`src/hdl/srp_pkg.sv`:
```
package srp_pkg;

    localparam int unsigned FQ_DEPTH = 4;
    localparam int unsigned FQ_AW    = $clog2(FQ_DEPTH);
    localparam int unsigned OQ_DEPTH = 2;

    localparam logic [7:0] CH_S = 8'h53;
    localparam logic [7:0] CH_2 = 8'h32;
    localparam logic [7:0] CH_7 = 8'h37;
    localparam logic [7:0] CH_8 = 8'h38;
    localparam logic [7:0] CH_9 = 8'h39;

    localparam logic [3:0] ADDR_DIGITS = 4'd6;
    localparam logic [3:0] WORD_DIGITS = 4'd8;

    localparam logic RK_WRITE = 1'b0;
    localparam logic RK_END   = 1'b1;

    typedef enum logic [2:0] {
        PH_IDLE,
        PH_TYPE,
        PH_COUNT,
        PH_ADDR,
        PH_DATA
    } t_phase;

    typedef struct packed {
        logic       is_s;
        logic       is_2;
        logic       is_end;
        logic [3:0] nibble;
    } t_tok;

    typedef struct packed {
        logic        kind;
        logic [23:0] addr;
        logic [31:0] data;
        logic        last;
    } t_res;

    function automatic logic [3:0] hex_nibble(input logic [7:0] c);
        logic [3:0] d;
        d = 4'd0;
        if (c >= 8'h30 && c <= 8'h39) begin
            d = c[3:0];
        end else if ((c >= 8'h41 && c <= 8'h46) || (c >= 8'h61 && c <= 8'h66)) begin
            d = c[3:0] + 4'd9;
        end
        return d;
    endfunction

endpackage

```
`src/hdl/srp_front.sv`:
```
module srp_front
    import srp_pkg::*;
(
    input  logic       i_clk,
    input  logic       i_rst_n,
    input  logic       push,
    output logic       full,
    input  logic [7:0] i_in_char,
    output logic       o_tok_valid,
    output t_tok       o_tok,
    input  logic       i_tok_pop
);

    t_tok               r_mem [FQ_DEPTH];
    logic [FQ_AW-1:0]   r_wp;
    logic [FQ_AW-1:0]   r_rp;
    logic [FQ_AW:0]     r_count;
    logic [FQ_AW:0]     n_count;
    t_tok               w_tok;
    logic               w_wr;
    logic               w_rd;

    // classify the character before it is queued
    always_comb begin
        w_tok.is_s   = (i_in_char == CH_S);
        w_tok.is_2   = (i_in_char == CH_2);
        w_tok.is_end = (i_in_char == CH_7) || (i_in_char == CH_8) || (i_in_char == CH_9);
        w_tok.nibble = hex_nibble(i_in_char);
    end

    assign full        = (r_count == (FQ_AW+1)'(FQ_DEPTH));
    assign w_wr        = push && !full;
    assign o_tok_valid = (r_count != '0);
    assign w_rd        = i_tok_pop && o_tok_valid;
    assign o_tok       = r_mem[r_rp];

    always_comb begin
        n_count = r_count;
        if (w_wr && !w_rd) begin
            n_count = r_count + 1'b1;
        end else if (!w_wr && w_rd) begin
            n_count = r_count - 1'b1;
        end
    end

    always_ff @(posedge i_clk) begin
        if (!i_rst_n) begin
            r_wp    <= '0;
            r_rp    <= '0;
            r_count <= '0;
        end else begin
            r_count <= n_count;
            if (w_wr) begin
                r_wp <= r_wp + 1'b1;
            end
            if (w_rd) begin
                r_rp <= r_rp + 1'b1;
            end
        end
    end

    always_ff @(posedge i_clk) begin
        if (w_wr) begin
            r_mem[r_wp] <= w_tok;
        end
    end

    a_count_bound: assert property (@(posedge i_clk) disable iff (!i_rst_n)
        r_count <= (FQ_AW+1)'(FQ_DEPTH))
        else $error("token queue overfilled");

    a_push_grows: assert property (@(posedge i_clk) disable iff (!i_rst_n)
        (w_wr && !w_rd) |=> (r_count == $past(r_count) + 1'b1))
        else $error("accepted character lost");

    a_ptr_gap: assert property (@(posedge i_clk) disable iff (!i_rst_n)
        (r_count[FQ_AW-1:0] == FQ_AW'(r_wp - r_rp)))
        else $error("queue pointers disagree with count");

endmodule

```
`src/hdl/srp_back.sv`:
```
module srp_back
    import srp_pkg::*;
(
    input  logic        i_clk,
    input  logic        i_rst_n,
    input  logic        i_tok_valid,
    input  t_tok        i_tok,
    output logic        o_tok_pop,
    output logic        empty,
    input  logic        pop,
    output logic        o_result_kind,
    output logic [23:0] o_write_address,
    output logic [31:0] o_write_data,
    output logic        o_line_last
);

    t_phase      r_phase;
    t_phase      n_phase;
    logic [3:0]  r_dcnt;
    logic [3:0]  n_dcnt;
    logic [3:0]  r_cnt_hi;
    logic [3:0]  n_cnt_hi;
    logic [23:0] r_line_addr;
    logic [23:0] n_line_addr;
    logic [31:0] r_word;
    logic [31:0] n_word;
    logic [7:0]  r_words_done;
    logic [7:0]  n_words_done;
    logic [7:0]  r_words_exp;
    logic [7:0]  n_words_exp;
    logic        r_halted;
    logic        n_halted;

    t_res        r_oq [OQ_DEPTH];
    logic        r_owp;
    logic        r_orp;
    logic [1:0]  r_ocnt;
    logic [1:0]  n_ocnt;

    logic        w_take;
    logic        w_act;
    logic        w_res_valid;
    t_res        w_res;
    logic        w_last;
    logic [7:0]  w_cnt;
    logic [7:0]  w_cnt_m4;
    logic [4:0]  w_sh;
    logic        w_out_rd;

    assign w_take    = i_tok_valid && (r_ocnt != 2'(OQ_DEPTH));
    assign o_tok_pop = w_take;
    assign w_act     = w_take && !r_halted && !i_tok.is_s;
    assign w_last    = ({1'b0, r_words_done} + 9'd1) >= {1'b0, r_words_exp};
    assign w_cnt     = {r_cnt_hi, i_tok.nibble};
    assign w_cnt_m4  = w_cnt - 8'd4;
    assign w_sh      = {r_dcnt[2:1], ~r_dcnt[0], 2'b00};

    // next phase
    always_comb begin
        n_phase = r_phase;
        if (w_take && !r_halted) begin
            if (i_tok.is_s) begin
                n_phase = PH_TYPE;
            end else begin
                unique case (r_phase)
                    PH_IDLE: begin
                        n_phase = PH_IDLE;
                    end
                    PH_TYPE: begin
                        n_phase = i_tok.is_2 ? PH_COUNT : PH_IDLE;
                    end
                    PH_COUNT: begin
                        if (r_dcnt != 4'd0) begin
                            n_phase = PH_ADDR;
                        end
                    end
                    PH_ADDR: begin
                        if (r_dcnt + 4'd1 >= ADDR_DIGITS) begin
                            n_phase = (r_words_exp == 8'd0) ? PH_IDLE : PH_DATA;
                        end
                    end
                    PH_DATA: begin
                        if (r_dcnt + 4'd1 >= WORD_DIGITS && w_last) begin
                            n_phase = PH_IDLE;
                        end
                    end
                    default: begin
                        n_phase = PH_IDLE;
                    end
                endcase
            end
        end
    end

    // datapath and result
    always_comb begin
        n_dcnt       = r_dcnt;
        n_cnt_hi     = r_cnt_hi;
        n_line_addr  = r_line_addr;
        n_word       = r_word;
        n_words_done = r_words_done;
        n_words_exp  = r_words_exp;
        n_halted     = r_halted;
        w_res_valid  = 1'b0;
        w_res.kind   = RK_WRITE;
        w_res.addr   = r_line_addr + {14'd0, r_words_done, 2'b00};
        w_res.data   = r_word | ({28'd0, i_tok.nibble} << w_sh);
        w_res.last   = w_last;
        if (w_take && !r_halted && i_tok.is_s) begin
            n_dcnt = 4'd0;
        end else if (w_act) begin
            unique case (r_phase)
                PH_IDLE: begin
                end
                PH_TYPE: begin
                    if (i_tok.is_2) begin
                        n_dcnt = 4'd0;
                    end else if (i_tok.is_end) begin
                        n_halted    = 1'b1;
                        w_res_valid = 1'b1;
                        w_res.kind  = RK_END;
                        w_res.addr  = '0;
                        w_res.data  = '0;
                        w_res.last  = 1'b0;
                    end
                end
                PH_COUNT: begin
                    if (r_dcnt == 4'd0) begin
                        n_cnt_hi = i_tok.nibble;
                        n_dcnt   = 4'd1;
                    end else begin
                        n_words_exp = (w_cnt < 8'd4) ? 8'd0 : {2'b00, w_cnt_m4[7:2]};
                        n_dcnt      = 4'd0;
                        n_line_addr = '0;
                    end
                end
                PH_ADDR: begin
                    n_line_addr = {r_line_addr[19:0], i_tok.nibble};
                    n_dcnt      = r_dcnt + 4'd1;
                    if (r_dcnt + 4'd1 >= ADDR_DIGITS) begin
                        n_dcnt       = 4'd0;
                        n_words_done = 8'd0;
                        n_word       = '0;
                    end
                end
                PH_DATA: begin
                    n_word = w_res.data;
                    n_dcnt = r_dcnt + 4'd1;
                    if (r_dcnt + 4'd1 >= WORD_DIGITS) begin
                        w_res_valid  = 1'b1;
                        n_words_done = r_words_done + 8'd1;
                        n_word       = '0;
                        n_dcnt       = 4'd0;
                    end
                end
                default: begin
                end
            endcase
        end
    end

    always_ff @(posedge i_clk) begin
        if (!i_rst_n) begin
            r_phase      <= PH_IDLE;
            r_dcnt       <= '0;
            r_cnt_hi     <= '0;
            r_line_addr  <= '0;
            r_word       <= '0;
            r_words_done <= '0;
            r_words_exp  <= '0;
            r_halted     <= 1'b0;
        end else begin
            r_phase      <= n_phase;
            r_dcnt       <= n_dcnt;
            r_cnt_hi     <= n_cnt_hi;
            r_line_addr  <= n_line_addr;
            r_word       <= n_word;
            r_words_done <= n_words_done;
            r_words_exp  <= n_words_exp;
            r_halted     <= n_halted;
        end
    end

    // result queue
    assign empty    = (r_ocnt == 2'd0);
    assign w_out_rd = pop && !empty;

    always_comb begin
        n_ocnt = r_ocnt;
        if (w_res_valid && !w_out_rd) begin
            n_ocnt = r_ocnt + 2'd1;
        end else if (!w_res_valid && w_out_rd) begin
            n_ocnt = r_ocnt - 2'd1;
        end
    end

    always_ff @(posedge i_clk) begin
        if (!i_rst_n) begin
            r_owp  <= 1'b0;
            r_orp  <= 1'b0;
            r_ocnt <= '0;
        end else begin
            r_ocnt <= n_ocnt;
            if (w_res_valid) begin
                r_owp <= ~r_owp;
            end
            if (w_out_rd) begin
                r_orp <= ~r_orp;
            end
        end
    end

    always_ff @(posedge i_clk) begin
        if (w_res_valid) begin
            r_oq[r_owp] <= w_res;
        end
    end

    assign o_result_kind   = r_oq[r_orp].kind;
    assign o_write_address = r_oq[r_orp].addr;
    assign o_write_data    = r_oq[r_orp].data;
    assign o_line_last     = r_oq[r_orp].last;

    a_oq_bound: assert property (@(posedge i_clk) disable iff (!i_rst_n)
        r_ocnt <= 2'(OQ_DEPTH))
        else $error("result queue overfilled");

    a_halt_sticky: assert property (@(posedge i_clk) disable iff (!i_rst_n)
        r_halted |=> r_halted)
        else $error("halt released");

    a_data_needs_words: assert property (@(posedge i_clk) disable iff (!i_rst_n)
        (r_phase == PH_DATA) |-> (r_words_exp != 8'd0 && r_dcnt < WORD_DIGITS))
        else $error("data phase without expected words");

    a_no_result_halted: assert property (@(posedge i_clk) disable iff (!i_rst_n)
        r_halted |-> !w_res_valid)
        else $error("result after halt");

endmodule

```
`src/hdl/srec_s2_record_parser.sv`:
```
// S2 record parser: one ASCII character of an S-record stream per transfer in,
// flash word writes and one end-of-file result out.
// input channel: push with i_in_char while full is low; full rises only when
//   the four-entry character queue cannot take more
// result channel: while empty is low the oldest result sits on o_result_kind,
//   o_write_address, o_write_data and o_line_last; pop takes it
// the front classifies each character (hex value, 'S', '2', end types) and
//   queues it; the back runs the record state machine at one character a cycle
//   while the two-entry result queue it writes results into has room
// throughput: one character per cycle sustained while results are taken
// path: a character that completes a word or an end record passes through the
//   character queue and then the result queue before its result is on the result
//   ports, later while earlier characters still wait in the character queue
// a stalled receiver fills the result queue, the back stops taking
//   characters, the character queue fills and full rises; nothing is lost
// after an S7, S8 or S9 record the end result is queued and every later
//   character is taken and dropped
// reset: both queues empty, parser idle waiting for 'S', halt cleared
module srec_s2_record_parser
    import srp_pkg::*;
(
    input  logic        i_clk,
    input  logic        i_rst_n,
    input  logic        push,
    output logic        full,
    input  logic [7:0]  i_in_char,
    output logic        empty,
    input  logic        pop,
    output logic        o_result_kind,
    output logic [23:0] o_write_address,
    output logic [31:0] o_write_data,
    output logic        o_line_last
);

    logic w_tok_valid;
    t_tok w_tok;
    logic w_tok_pop;

    srp_front u_front (
        .i_clk       (i_clk),
        .i_rst_n     (i_rst_n),
        .push        (push),
        .full        (full),
        .i_in_char   (i_in_char),
        .o_tok_valid (w_tok_valid),
        .o_tok       (w_tok),
        .i_tok_pop   (w_tok_pop)
    );

    srp_back u_back (
        .i_clk           (i_clk),
        .i_rst_n         (i_rst_n),
        .i_tok_valid     (w_tok_valid),
        .i_tok           (w_tok),
        .o_tok_pop       (w_tok_pop),
        .empty           (empty),
        .pop             (pop),
        .o_result_kind   (o_result_kind),
        .o_write_address (o_write_address),
        .o_write_data    (o_write_data),
        .o_line_last     (o_line_last)
    );

endmodule
```
`config.mk`:
```
export PLATFORM = sky130hd
export DESIGN_NAME = srec_s2_record_parser
export DESIGN_NICKNAME = d
export VERILOG_FILES = /design/src/hdl/srp_pkg.sv /design/src/hdl/srp_front.sv /design/src/hdl/srp_back.sv /design/src/hdl/srec_s2_record_parser.sv
export SDC_FILE = /design/constraint.sdc
export NUM_CORES = 1
export LEC_CHECK = 0
export ABC_AREA = 1
export BUFFER_PORTS_ARGS = -buffer_cell sky130_fd_sc_hd__buf_2
export CORE_MARGIN = 5
export CORE_UTILIZATION = 60
export DETAILED_ROUTE_END_ITERATION = 8
export PLACE_DENSITY_LB_ADDON = 0.3
export REMOVE_ABC_BUFFERS = 1
export SLEW_MARGIN = 20
export SYNTH_ARGS = -nofsm -noshare
export SYNTH_HDL_FRONTEND = slang
export SYNTH_HIERARCHICAL = 1
export SYNTH_SLANG_ARGS = --single-unit
```
`constraint.sdc`:
```
create_clock -name i_clk -period 6.2 [get_ports i_clk]
set_clock_uncertainty 0.1 [all_clocks]
set_input_delay 0.62 -clock i_clk [delete_from_list [all_inputs] [get_ports i_clk]]
set_output_delay 0.62 -clock i_clk [all_outputs]
set_load 0.01 [all_outputs]
```
# Yosys cells after proc, flatten, opt, wreduce, memory -nomap -nowiden
# Memories as Yosys holds them, arrays and structs flattened. A register that Yosys moved wholly into a read port is not among the register bits.
# Cells that the tools add are included.
# totals
in_bits	12
mem_bits_rw	144
regBits	95
wordCells	156
mem_count	2
# classes
bitwise_logic	8
n_shift	1
n_reduce_logical	45
addsub	12
order_cmp	10
eq_ne	18
muxes	46
# memory_table
name	words	word_bits	rd	rd_clocked_by_memory_dff	write_ports	line_no	rtl
u_back.r_oq	2	58	1	1	1	srp_back.sv:34	t_res r_oq [OQ_DEPTH];
u_front.r_mem	4	7	1	1	1	srp_front.sv:14	t_tok r_mem [FQ_DEPTH];
# op_table
cell	n
58-bit two-way mux	5
32-bit two-way mux	2
32-bit case mux with 2 select lines	1
24-bit case mux with 2 select lines	1
8-bit by 6-bit equality test with 1-bit output, second input constant	4
32-bit bitwise OR	1
4-bit by 5-bit << shifter with 32-bit output	1
24-bit by 10-bit adder with 24-bit output	1
24-bit two-way mux	1
3-bit two-way mux	7
4-bit two-way mux	5
4-bit AND reduction	5
8-bit by 7-bit greater-or-equal comparator with 1-bit output, second input constant	2
8-bit by 7-bit <= comparator with 1-bit output, second input constant	2
8-bit two-way mux	2
4-bit case mux with 4 select lines	1
8-bit case mux with 2 select lines	1
1-bit logical AND	15
1-bit two-way mux	12
3-bit case mux with 4 select lines	1
2-bit two-way mux	5
5-bit AND reduction	2
8-bit by 1-bit adder with 9-bit output, second input constant	1
9-bit by 8-bit greater-or-equal comparator with 1-bit output	1
33 further kinds	61

# Depth between registers and ports, before layout
# depth
word_depth	10
ltp_mapped	15

# By module
# The synthesis kept the hierarchy.
# by_module_without_submodules
mod	instances	cells_per_inst	area_each_um2
srp_back	1	960	9376.5
srp_front	1	183	1829.3

# Worst setup path before layout
# OpenSTA, ideal clock, no wires.
# synth_timing
kind	flip-flop to flip-flop
startpoint	register u_front.r_count[0]
endpoint	memory u_back/r_oq[0][0] in the netlist's numbering (enable)
arrival_ns	3.947
path_stages_with_launch	10
setup_slack_ns	1.679
t_required_ns	5.626
period_less_slack_ns	4.521
cell_sequence	dfxtp_1 -> nor2_4 -> nand2_4 -> a21boi_4 -> nand2_2 -> nor2_8 -> nand3_1 -> o31ai_1 -> inv_1 -> nor2_1
# synth_between
elab_chain_cells	8
word_cells_on_any_way	9
cone_classes	mux (4); reduce/logical (5)
# synth_rtl
item	line_no	rtl
start, declared	srp_front.sv:17	logic [FQ_AW:0] r_count;
start signal, assigned	srp_front.sv:52	r_count <= n_count;
3-bit nonzero test (*)	srp_front.sv:33	assign o_tok_valid = (r_count != '0);
named net w_tok_valid	srec_s2_record_parser.sv:35	logic w_tok_valid;
1-bit logical AND (*)	srp_back.sv:50	assign w_take = i_tok_valid && (r_ocnt != 2'(OQ_DEPTH));
named net w_tok_pop	srec_s2_record_parser.sv:37	logic w_tok_pop;
1-bit logical AND (*)	srp_back.sv:52, srp_back.sv:109	
1-bit logical AND	srp_back.sv:52	assign w_act = w_take && !r_halted && !i_tok.is_s;
1-bit two-way mux	srp_back.sv:111	end else if (w_act) begin
1-bit two-way mux (*)	srp_back.sv:109	if (w_take && !r_halted && i_tok.is_s) begin
named net u_back.w_res_valid	srp_back.sv:42	logic w_res_valid;
1-bit two-way mux (*)	srp_back.sv:214	if (w_res_valid) begin
1-bit two-way mux (implied by the code) (*)	srp_back.sv:215	r_oq[r_owp] <= w_res;
end, declared	srp_back.sv:34	
# Mark *: on every way through the listed nets, which the timed path passes. The rest lies on a longest branch.

==> metrics.md <==
| Metric | Value |
|---|---|
| Pwr per Cell Area | `roughly 320 nW/um^2` |
| Avg Vias per Cell | `5.69` |
| Fmax | `0.243 GHz` |
| Layout net count | `1242` |
| Setup WS pre-CTS | `between 2 and 2.5 ns` |
| Area leader, netlist | `edfxtp_1` |
| Pre-antenna DRT Iters | `5` |
| Endpoints failing setup | `0` |
| Post-synth top cells | `154 x nor2_1, 144 x edfxtp_1, 130 x nand2_1` |
| Share of layout cells above drive strength 1 | `17.4%` |
| Crit-path leading delay family | `simple AND/OR/NAND/NOR gates` |
| Post-DP HPWL | `~15000 um` |
| Fin Setup TNS | `0 ns` |
| Slowest-stage cell, CP | `buf_4` |
| Core ar. | `18500 um^2` |
| NetSw | `1.17 mW` |
| Worst Hold Class | `in2reg` |
| Total Wirelength | `roughly 23000 um` |
| Critical path type | `reg2reg` |
| Avg Inst Size Synth | `about 10 um^2` |
| Antenna cells | `0` |
| Gpl congestion | `roughly 0.9` |
| Critical path required time | `approximately 6.2 ns` |
| Top cell type's share of synthesized area | `approximately two fifths` |
| Relative slew slack | `around 46%` |
| Synthesis-to-finish area growth | `11.0%` |
| ANT nets after route | `0` |
| Initial Util | `between 60% and 70%` |
| Port Buf Inserts | `slightly above 70` |
| Max cap viols | `0` |
| YS warnings | `6` |
| Postcts setup bufs | `0` |
| Buf/Inv on CP | `3` |
| DRC viols | `0` |
| CTS Root Cell | `clkbuf_16` |
| FF+latch count, synth | `240` |
| Mapped Cells | `about 1100` |
| Slew Limit Fails | `0` |
| Comb power frac | `slightly below 20%` |
| Ys flop type | `edfxtp_1` |
| Asr flop ratio synth | `0%` |
| Highest cell delay on the worst timing path | `0.61 ns` |
| Total track usage | `between 20% and 30%` |
| Clk pwr share | `a little over a third` |
| EDFF count, synth | `about 140` |
| Die Y | `around 150 um` |
| DR iter-0 viols | `approximately 740` |
| Clk buf depth | `3` |
| H-tree depth | `1` |
| Mapped Area | `11200 um^2` |
| CTS tree | `built` |
| Flop pwr share | `45.2%` |
| Fin crit period | `4.11 ns` |
| Std cell rows | `50` |
| Status | `completed` |
| Pint | `between 2 and 3 mW` |
| Setup WS post-layout | `2.09 ns` |
| Vias | `8252` |
| Worst EP arrival | `approximately 4.2 ns` |
| Synth top area cells | `edfxtp_1 39%, dfxtp_1 17%, mux2_2 5.8%, nor2_1 5.2%, a21oi_1 4.7%` |
| CTS Buf Count | `24` |
| Sw frac | `between 20% and 30%` |
| First-pass GRT wire length | `38400 um` |
| Final Power | `about 4.0 mW` |
| Vias in the first global route | `roughly 8000` |
| Pleak | `4.80 nW` |
| Max FO, Critical Path | `45` |
| Cell Chain, Critical Path | `inv_2 > o21ai_0 > o22ai_1 > nor2_8 > nand3_1 > o31ai_1 > inv_1 > nor2_4 > buf_4` |
| Antenna violations before repair | `0` |
| Crit end category | `flip-flop` |
| CTS clock-pin slew for the worst setup and hold paths | `approximately 0.060 ns` |
| CTS Sinks | `240` |
| Final period util | `66.3%` |
| IR drop worst, VDD | `approximately 220 uV` |
| GRT overflow | `0` |
| Largest net degree at the start of global routing | `~70` |
| RSZ-0062 raised after global routing | `false` |
| Hold-fix buffers, CTS | `0` |
| Ports | `slightly above 70` |
| Crit start category | `flip-flop` |
| Resize count post-CTS | `0` |
| Most common cell in the netlist | `nor2_1` |
| Yosys cell types | `49` |
| Worst Max-Slew Pin Slew | `between 0.8 and 0.9 ns` |
| Die Wd | `around 150 um` |
| Sequential-to-total area share from yosys stat | `between 50% and 60%` |
| Final hold vios | `0` |
| Die area | `roughly 22000 um^2` |
| Routed WL per cell | `16.0 um` |
| Worst-skew pair later-pin latency | `0.51 ns` |
worst reg2reg max path, delay by kind of cell (launching register included):
kind / cells / cell delay (ns)
buffers and inverters: 3 / 1.03
AND/OR/NAND/NOR: 3 / 1.20
AO/OA/AOI/OAI: 3 / 0.81
flip-flops: 1 / 0.58
metal layers:
| layer | global-route usage, % | vias up | wire (um) |
|---|---|---|---|
| met4 | 7.10 | 0 | 596 |
| met1 | 28.5 | 3883 | 10200 |
| met5 | 0 | - | 0 |
| li1 | - | 4057 | - |
| met3 | 3.13 | 49 | 1360 |
| met2 | 35.5 | 263 | 11000 |
sequential cells by signal (all words and copies together) (netlist names), 2 cells and up, named ones only:
signal,flops
u_back/r_oq,116
u_back/r_word,32
u_front/r_mem,28
u_back/r_line_addr,24
u_back/r_words_done,8
u_back/r_words_exp,6
u_back/r_cnt_hi,4
u_back/r_dcnt,4
u_back/r_phase,3
u_front/r_count,3
u_back/r_ocnt,2
u_front/r_rp,2
u_front/r_wp,2
power by group through the flow:
stage               registers [mW]  logic, mW  clock network, mW
floorplan                     1.87      0.547                  0
global placement              1.85      0.778                  0
detailed placement            1.86      0.790                  0
CTS                           1.82      0.799               1.44
global route                  1.83      0.880               1.51
finish                        1.82      0.795               1.41
placed cells by master, fill, tap and decap left out, types with 5 or more instances in the layout:
| cell | synthesis | routed |
|---|---|---|
| nand2_4 | 5 | 5 |
| nor3_1 | 15 | 15 |
| nor2_4 | 3 | 5 |
| clkbuf_16 | 0 | 26 |
| nor2_1 | 154 | 153 |
| buf_2 | 14 | 71 |
| o22ai_1 | 8 | 8 |
| nand2_1 | 130 | 130 |
| nand4_1 | 14 | 14 |
| mux2_2 | 58 | 58 |
| inv_2 | 7 | 8 |
| a211oi_1 | 21 | 21 |
| buf_4 | 2 | 5 |
| o21ai_0 | 76 | 76 |
| a21oi_1 | 106 | 106 |
| dfxtp_1 | 96 | 95 |
| inv_1 | 111 | 110 |
| o21ai_1 | 19 | 19 |
| nand3_1 | 49 | 49 |
| edfxtp_1 | 144 | 144 |
| ha_1 | 29 | 29 |
| xor2_1 | 7 | 7 |
| clkinv_2 | 0 | 9 |
path summary, 6_finish.rpt:
| check | start | to | slack, ns | cells after the start |
|---|---|---|---|---|
| hold / removal | push | u_front/r_wp[1] | 0.35 | 4 |
| setup reg to reg | flip-flop | u_back/r_oq[1][37] | 2.09 | 9 |
| setup / recovery | flip-flop | u_back/r_oq[1][37] | 2.09 | 9 |
| hold reg to reg | u_back/r_word[16] | u_back/r_word[16] | 0.36 | 2 |
cell families after synthesis:
group | share of synthesized area (%)
xor gates and xnor gates | 0.625
DFF | 55.7
and+or+nand+nor | 15.5
AOI/OAI and AO/OA | 12.3
muxes | 5.83
buffers and inverters | 6.36
adders and majority gates | 3.60
through the flow:
step	hold WS (ns)	cells	utilization, %	area (um^2)
2_1_floorplan	0.330	1097	-	11000
5_1_grt	0.376	1451	67.2	12400
3_5_place_dp	0.349	1407	62.9	11700
6_report	0.355	1451	67.2	12400
3_3_place_gp	0.340	1407	62.9	11700
4_1_cts	0.342	1451	67.2	12400
final cells by class:
class	count	area, um^2
well taps	234	293
clock buffers	27	654
fillers	1434	6080
multi-input cells	735	4260
repair buffers	76	393
flip-flops and latches	240	6250
clock inverters	17	130
inverters	122	463
Note: power is estimated with default switching activity, not from simulation.
